File: src/rtl/c8_ram.sv
`default_nettype none

module c8_ram #(
  parameter int unsigned WIDTH = 8,
  parameter int unsigned DEPTH = 16
) (
  input  wire logic                     clk_i,
  input  wire logic                     we_i,
  input  wire logic [$clog2(DEPTH)-1:0] waddr_i,
  input  wire logic [WIDTH-1:0]         wdata_i,
  input  wire logic [$clog2(DEPTH)-1:0] raddr_i,
  output logic      [WIDTH-1:0]         rdata_o
);

  logic [WIDTH-1:0] mem_q [DEPTH];

  always_ff @(posedge clk_i) begin
    if (we_i) begin
      mem_q[waddr_i] <= wdata_i;
    end
    rdata_o <= mem_q[raddr_i];
  end

endmodule

`default_nettype wire

File: config.mk
export PLATFORM = sky130hd
export DESIGN_NAME = c8_ram
export DESIGN_NICKNAME = d
export VERILOG_FILES = /design/src/rtl/c8_ram.sv
export SDC_FILE = /design/constraint.sdc
export NUM_CORES = 1
export LEC_CHECK = 0
export BUFFER_PORTS_ARGS = -buffer_cell sky130_fd_sc_hd__buf_2
export CORE_MARGIN = 2
export CORE_UTILIZATION = 55
export DETAILED_ROUTE_END_ITERATION = 8
export GPL_TIMING_DRIVEN = 0
export PLACE_DENSITY = 0.74
export SYNTH_ARGS = -nofsm -noshare
export SYNTH_HDL_FRONTEND = slang
export SYNTH_SLANG_ARGS = --single-unit
File: constraint.sdc
create_clock -name clk_i -period 2.1 [get_ports clk_i]
set_input_delay 0.315 -clock clk_i [delete_from_list [all_inputs] [get_ports clk_i]]
set_output_delay 0.315 -clock clk_i [all_outputs]
set_load 0.1 [all_outputs]
---- Yosys cells after proc, flatten, opt, wreduce, memory -nomap -nowiden ----
Memory sizes are Yosys's and may differ from the RTL's. A register that Yosys moved wholly into a read port is not among the register bits.
Index checks and enable logic that the tools add are counted.
word-level totals
  register bits ........................... 0
  latch bits .............................. 0
  RAM bits ................................ 128
  bits in read-only memories .............. 0
  input port bits ......................... 18
  output and inout port bits .............. 8
  word-level logic and storage cells ...... 3
  memories kept ........................... 1
memories
  memory  depth  width  rd ports  clocked after memory_dff  wr ports  line  source
  mem_q   16     8      1         1                         1         15    logic [WIDTH-1:0] mem_q [DEPTH];
operators by class
  add/subtract/negate cells ............... 0
  $mul .................................... 0
  div/mod/pow operators ................... 0
  magnitude comparators ................... 0
  equal/unequal tests ..................... 0
  shifts and indexed selects .............. 0
  multiplexer cells ....................... 2
  bitwise logic cells ..................... 0
  reduce and logical (&&, ||, !) cells .... 0
operators with widths
  kind               count
  1-bit two-way mux  2

---- Logic depth before layout (Yosys ltp) ----
Gate-level depths: netlist of the first run.
  depth after elaboration ................. 2
  gate-level depth with buffers ........... 5
  depth with buffers taken out ............ 3

---- Least setup slack after synthesis of the first run ----
OpenSTA, ideal clock, no wires.
  path kind ............................... in2reg
  from .................................... in waddr_i[2]
  to ...................................... mem mem_q[0][0] (enable)
  library setup time ...................... 0.383 ns
  arrival time ............................ 1.425 ns
  data required time ...................... 1.717 ns
  path slack .............................. 0.292 ns
  stages .................................. 2
  path buffers ............................ 0
  cell sequence ........................... or3b_2 nor3_1
RTL lines
  what                line  source
  start: declaration  9     input wire logic [$clog2(DEPTH)-1:0] waddr_i,
  end: declaration    15
No word-level cell before the write port.

---- Worst setup path after layout of the first run ----
  from .................................... in waddr_i[2]
  to ...................................... mem mem_q[0][2] (enable)
No word-level cell before the write port.

==> metrics.yaml, run 1 <==
postLayoutCoreUtil: 0.653
hold_path_class: "input pin to flop"
syn_to_final_growth_pct: 16.1
yosysSeqAreaShare: 0.778
row_count: 35
cts_root_buffer: "clkbuf_8"
layout_common_cells: "edfxtp_1 (128), buf_2 (27), mux4_2 (18), a22oi_1 (16), clkbuf_16 (16)"
gp_congestion: 0.719
synth_compound_area_frac: 0.0233
firstDrtPassIters: 5
crit_type: "input pin to flop"
cp-start-kind: "input pin"
io_pins: 26
io_buffer_count: 24
crit_arrival_ns: 1.98
n_fill_cell: 595
slew_headroom: 0.121
drcViolationCount: 0
power_w: 0.00630
period_minus_slack_ns: 1.86
seq_area_mm2: 0.00400
cts.sink_count: 136
ir_drop_uv: 542
vias: 2405
routed_wl_mm: 9.56
tns_ns: 0
ctsHoldBuffers: 0
synth_top_family_by_area: "multiplexers"
cts_setup_buffers: 0
final_common_cell: "edfxtp_1"
worst_r2r_path_depth: 3
multiInputGateArea_mm2: 0.00106
syn_area_mm2: 0.00515
grt_setup_unrepaired: "false"
tightest_slew_ns: 1.31
synth-simple-area-share: 0.0318
cts_tree: "done"
antenna_cells: 0
whs_path_depth: 1
start_util: 0.562
post_cts_resize_count: 0
cp_max_fo: 8
drive_above_1_share: 0.281
grt_pass1_wl_mm: 14.6
ant_nets: 0
cp.required_ns: 2.22
hold_viol_final: 0
drv_cap: 0
synth_area_leaders: "edfxtp_1 (75%), mux4_2 (7.9%), mux4_1 (7.1%)"
avgViaCountPerCell: 6.07
cp-end-kind: "flop"
track_usage: 0.214
finalCritPeriodShare: 0.888
netlist.area_leader.share: 0.747
place_area_mm2: 0.00541
synth_cell_type_count: 19
postSynthCellCount: 229
dieHeight_um: 101
status: "complete, no violations"
wire_per_inst_um: 24.1
fin_area_mm2: 0.00598
grt_max_degree: 17
synth_mux_area_frac: 0.150
yosys.area_share.adder: 0
drv_slew: 0
final_nets: 290
critical-path-max-stage-delay_ns: 1.01
yosysWarnings: 0
avgSynthCellArea_um2: 22.5
cts_buffer_depth: 2
synth_nets: 247
critical_path.slowest_cell: "nor3_1"
max_freq_mhz: 537
fp.dieW_um: 101
setup_viol: 0
grt.overflow.total: 0
drt_iter0_markers: 257
clk_pin_slew_ns: 0.06
power.density_mw_per_mm2: 1050
grt_antenna_before_repair: 0
cts.htree.levels: 4
hpwlAfterDp_mm: 5.79
clk_latency_ns: 0.51
ys_ff_latch: 136
fin_skew_ns: 0.00748
leakagePower_nw: 2.02
grt_pass1_vias: 2413
yosys.area.top_type: "edfxtp_1"
path_cells: "buf_2 > or3b_2 > nor3_1"
cts_buffers: 17
design.core.area_mm2: 0.00915
synthXorXnorAreaFrac: 0
dieArea_mm2: 0.0101
==> cell usage after synthesis <==
cell             number
clkdlybuf4s25_2       3
and2b_1               1
nor2b_1               1
edfxtp_1            128
and2_1                1
mux4_2               18
a22oi_1              16
nor3_1                4
or3b_2                1
nand2b_1              2
mux4_1               14
nand3b_1              2
nand2_1               9
nand3_1               1
dfxtp_1               8
nor2_1               13
buf_6                 3
buf_2                 3
buf_4                 1
==> where the power goes <==
part,total [W],switching (W),internal (W)
clock network,0.00283,0.00101,0.00183
logic,0.000417,0.000297,0.000120
registers,0.00305,0.0000135,0.00304
total,0.00630,0.00132,0.00498
==> flip-flops by register name, summed over array words and instances, names as in the netlist <==
signal	flops
mem_q	128
rdata_o	8
==> layer usage <==
| layer | up-vias | track usage | part of all wire |
|---|---|---|---|
| met2 | 91 | 0.324 | 0.51 |
| met5 | - | 0 | 0 |
| met4 | 0 | 0.0664 | 0.0039 |
| met1 | 1246 | 0.305 | 0.42 |
| met3 | 7 | 0.0666 | 0.064 |
| li1 | 1061 | - | - |
==> cell type report <==
class | instances | area share
Multi-Input combinational cell | 83 | 0.177
Sequential cell | 136 | 0.670
Clock buffer | 22 | 0.0741
Tap cell | 111 | 0.0232
Buffer | 10 | 0.0144
Timing Repair Buffer | 24 | 0.0201
Clock inverter | 10 | 0.0214
==> per-stage QoR <==
stage	instances	hold slack [ns]	setup slack, ns
after CTS	396	0.191	0.228
after global routing	396	0.191	0.164
after global placement	364	0.651	-0.261
after floorplan	229	0.414	0.292
after detailed placement	364	0.674	-0.286
final	396	0.208	0.236
==> logic make-up (layout without fill, tap and decap cells) <==
group,Yosys count,in the layout
flip-flops,136,136
AND/OR/NAND/NOR,35,35
multiplexers,32,32
AO/OA/AOI/OAI,16,16
buffers and inverters,10,66
==> critical path: cells and delay by family <==
family / cells / cell delay (ns)
buf+inv: 1 / 0.11
simple gates: 2 / 1.55
==> final timing paths <==
check                                             end  slack (ns)                  start
worst max-delay path            mem_q[0][2]$_DFFE_PP_        0.24             waddr_i[2]
worst min-delay path            mem_q[4][0]$_DFFE_PP_        0.21             wdata_i[0]
worst max register to register     rdata_o[2]$_DFF_P_        0.70  mem_q[6][2]$_DFFE_PP_
worst min register to register     rdata_o[2]$_DFF_P_        0.68  mem_q[9][2]$_DFFE_PP_
Note: power is estimated with default switching activity, not from simulation.
==> run 2, diff against run 1 <==
Settings changed: GPL_ROUTABILITY_DRIVEN set to 1.
Clock period 2.1 ns to 1.9 ns, I/O delays scaled along.
==> run 2 against run 1 <==
Cell count unchanged. Register-to-register slack got worse by 0.20 ns. Utilization increased by 0.055 points. Worst hold slack got worse by 0.033 ns. Die area unchanged. Critical path type unchanged. Highest routed layer unchanged.
==> metrics.yaml, run 2 (synthesized netlist as in run 1, its figures left out) <==
drv_slew: 0
ir_drop_uv: 603
dieArea_mm2: 0.0101
reg2reg_from: "mem_q[6][2]$_DFFE_PP_"
cp-end-kind: "flop"
stdcell_count: 396
firstDrtPassIters: 5
holdPathEnd: "mem_q[6][4]$_DFFE_PP_"
hold_path_class: "input pin to flop"
max_freq_mhz: 640
cts.sink_count: 136
grt_pass1_wl_mm: 14.6
critPathTopFamily: "simple AND/OR/NAND/NOR gates"
wirelength_met1_mm: 4.04
drcViolationCount: 0
critical_path.slowest_cell: "nor3_1"
cp.required_ns: 2.02
whs_path_depth: 1
path_buf_inv: 1
hp-start: "wdata_i[4]"
hold_viol_final: 0
avgViaCountPerCell: 6.06
period_minus_slack_ns: 1.56
post_cts_resize_count: 0
grt_antenna_before_repair: 0
dieHeight_um: 101
regMostFlops: "mem_q"
grt.overflow.total: 0
crit_type: "input pin to flop"
worst_r2r_path_depth: 3
track_usage: 0.214
placed_cells: 364
ant_nets: 0
drv_cap: 0
power.density_mw_per_mm2: 1160
top_layer: "met4"
r2r_setup_slack_ns: 0.50
whs_ns: 0.175
final_nets: 290
routed_wl_mm: 9.56
drive_above_1_share: 0.284
finalCritPeriodShare: 0.823
critical-path-max-stage-delay_ns: 1.04
power_w: 0.00697
design.core.area_mm2: 0.00915
syn_to_final_growth_pct: 16.2
slew_headroom: 0.117
start_util: 0.562
grt_setup_unrepaired: "false"
ctsHoldBuffers: 0
largest_registers: "mem_q: 128 flops, rdata_o: 8 flops"
final_common_cell: "edfxtp_1"
fin_skew_ns: 0.00749
cts_setup_buffers: 0
path_cells: "buf_2 > nand3b_1 > nor3_1"
grt_max_degree: 17
antenna_cells: 0
clk_pin_slew_ns: 0.06
fp.dieW_um: 101
io_buffer_count: 24
tightest_slew_ns: 1.31
crit_arrival_ns: 1.68
status: "complete, no violations"
cp_max_fo: 8
cp-start-kind: "input pin"
cts_root_buffer: "clkbuf_8"
reg2reg_to: "rdata_o[2]$_DFF_P_"
leakagePower_nw: 2.02
grt_pass1_vias: 2413
vias: 2399
row_count: 35
wl_met2_mm: 4.84
io_pins: 26
drt_iter0_markers: 280
setup_viol: 0
wire_per_inst_um: 24.1
layout_common_cells: "edfxtp_1 (128), buf_2 (27), mux4_2 (18), a22oi_1 (16), clkbuf_16 (16)"
cts.htree.levels: 4
hpwlAfterDp_mm: 5.79
cts_buffer_depth: 2
cts_buffers: 17
largest_register_ff_count: 128
clk_latency_ns: 0.51
wl_met3_um: 652
cts_tree: "done"
gp_congestion: 0.719
## run 2: where the power goes
| part | leakage (nW) | internal [W] | switching [W] |
|---|---|---|---|
| Combinational | 0.516 | 0.000133 | 0.000327 |
| Clock | 0.284 | 0.00202 | 0.00112 |
| Sequential | 1.22 | 0.00336 | 0.0000150 |
| Total | 2.02 | 0.00551 | 0.00146 |
## run 2: area by class of cell
| type | instances | area, um^2 |
|---|---|---|
| timing repair buffer | 24 | 120 |
| buffer | 10 | 86.3 |
| clock inverter | 10 | 128 |
| tap | 111 | 139 |
| multi-input combinational | 83 | 1060 |
| clock buffer | 22 | 443 |
| fill | 594 | 3170 |
| sequential | 136 | 4000 |
## run 2: how the worst max path moves through the flow
| stage | start | endpoint | slack [ns] | depth (start not counted) |
|---|---|---|---|---|
| after floorplan | waddr_i[2] | mem_q[0][0]$_DFFE_PP_ | 0.12 | 2 |
| after global placement | waddr_i[2] | mem_q[0][7]$_DFFE_PP_ | -0.43 | 3 |
| after detailed placement | waddr_i[2] | mem_q[0][7]$_DFFE_PP_ | -0.46 | 3 |
| after CTS | waddr_i[2] | mem_q[0][0]$_DFFE_PP_ | 0.06 | 3 |
| after global routing | waddr_i[2] | mem_q[8][7]$_DFFE_PP_ | 0.22 | 3 |
| final | waddr_i[2] | mem_q[8][0]$_DFFE_PP_ | 0.34 | 3 |
## run 2: through the flow
stage | util | cell area (um^2) | TNS (ns) | worst slack [ns]
2_1_floorplan | - | 5150 | 0 | 0.122
3_3_place_gp | 0.591 | 5410 | -6.16 | -0.431
3_5_place_dp | 0.591 | 5410 | -6.25 | -0.456
4_1_cts | 0.653 | 5980 | 0 | 0.0577
5_1_grt | 0.654 | 5980 | 0 | 0.222
6_report | 0.654 | 5980 | 0 | 0.337
## run 2: worst reg2reg max path: stages (launching register included)
cell,delay [ns]
edfxtp_1,0.39
mux4_1,0.56
a22oi_1,0.25
nand2_1,0.09
## run 2: per-layer routing
metal  vias up  global-route usage
li1       1063                   -
met5         -                   0
met3         5              0.0666
met2        97               0.324
met4         0              0.0664
met1      1234               0.305
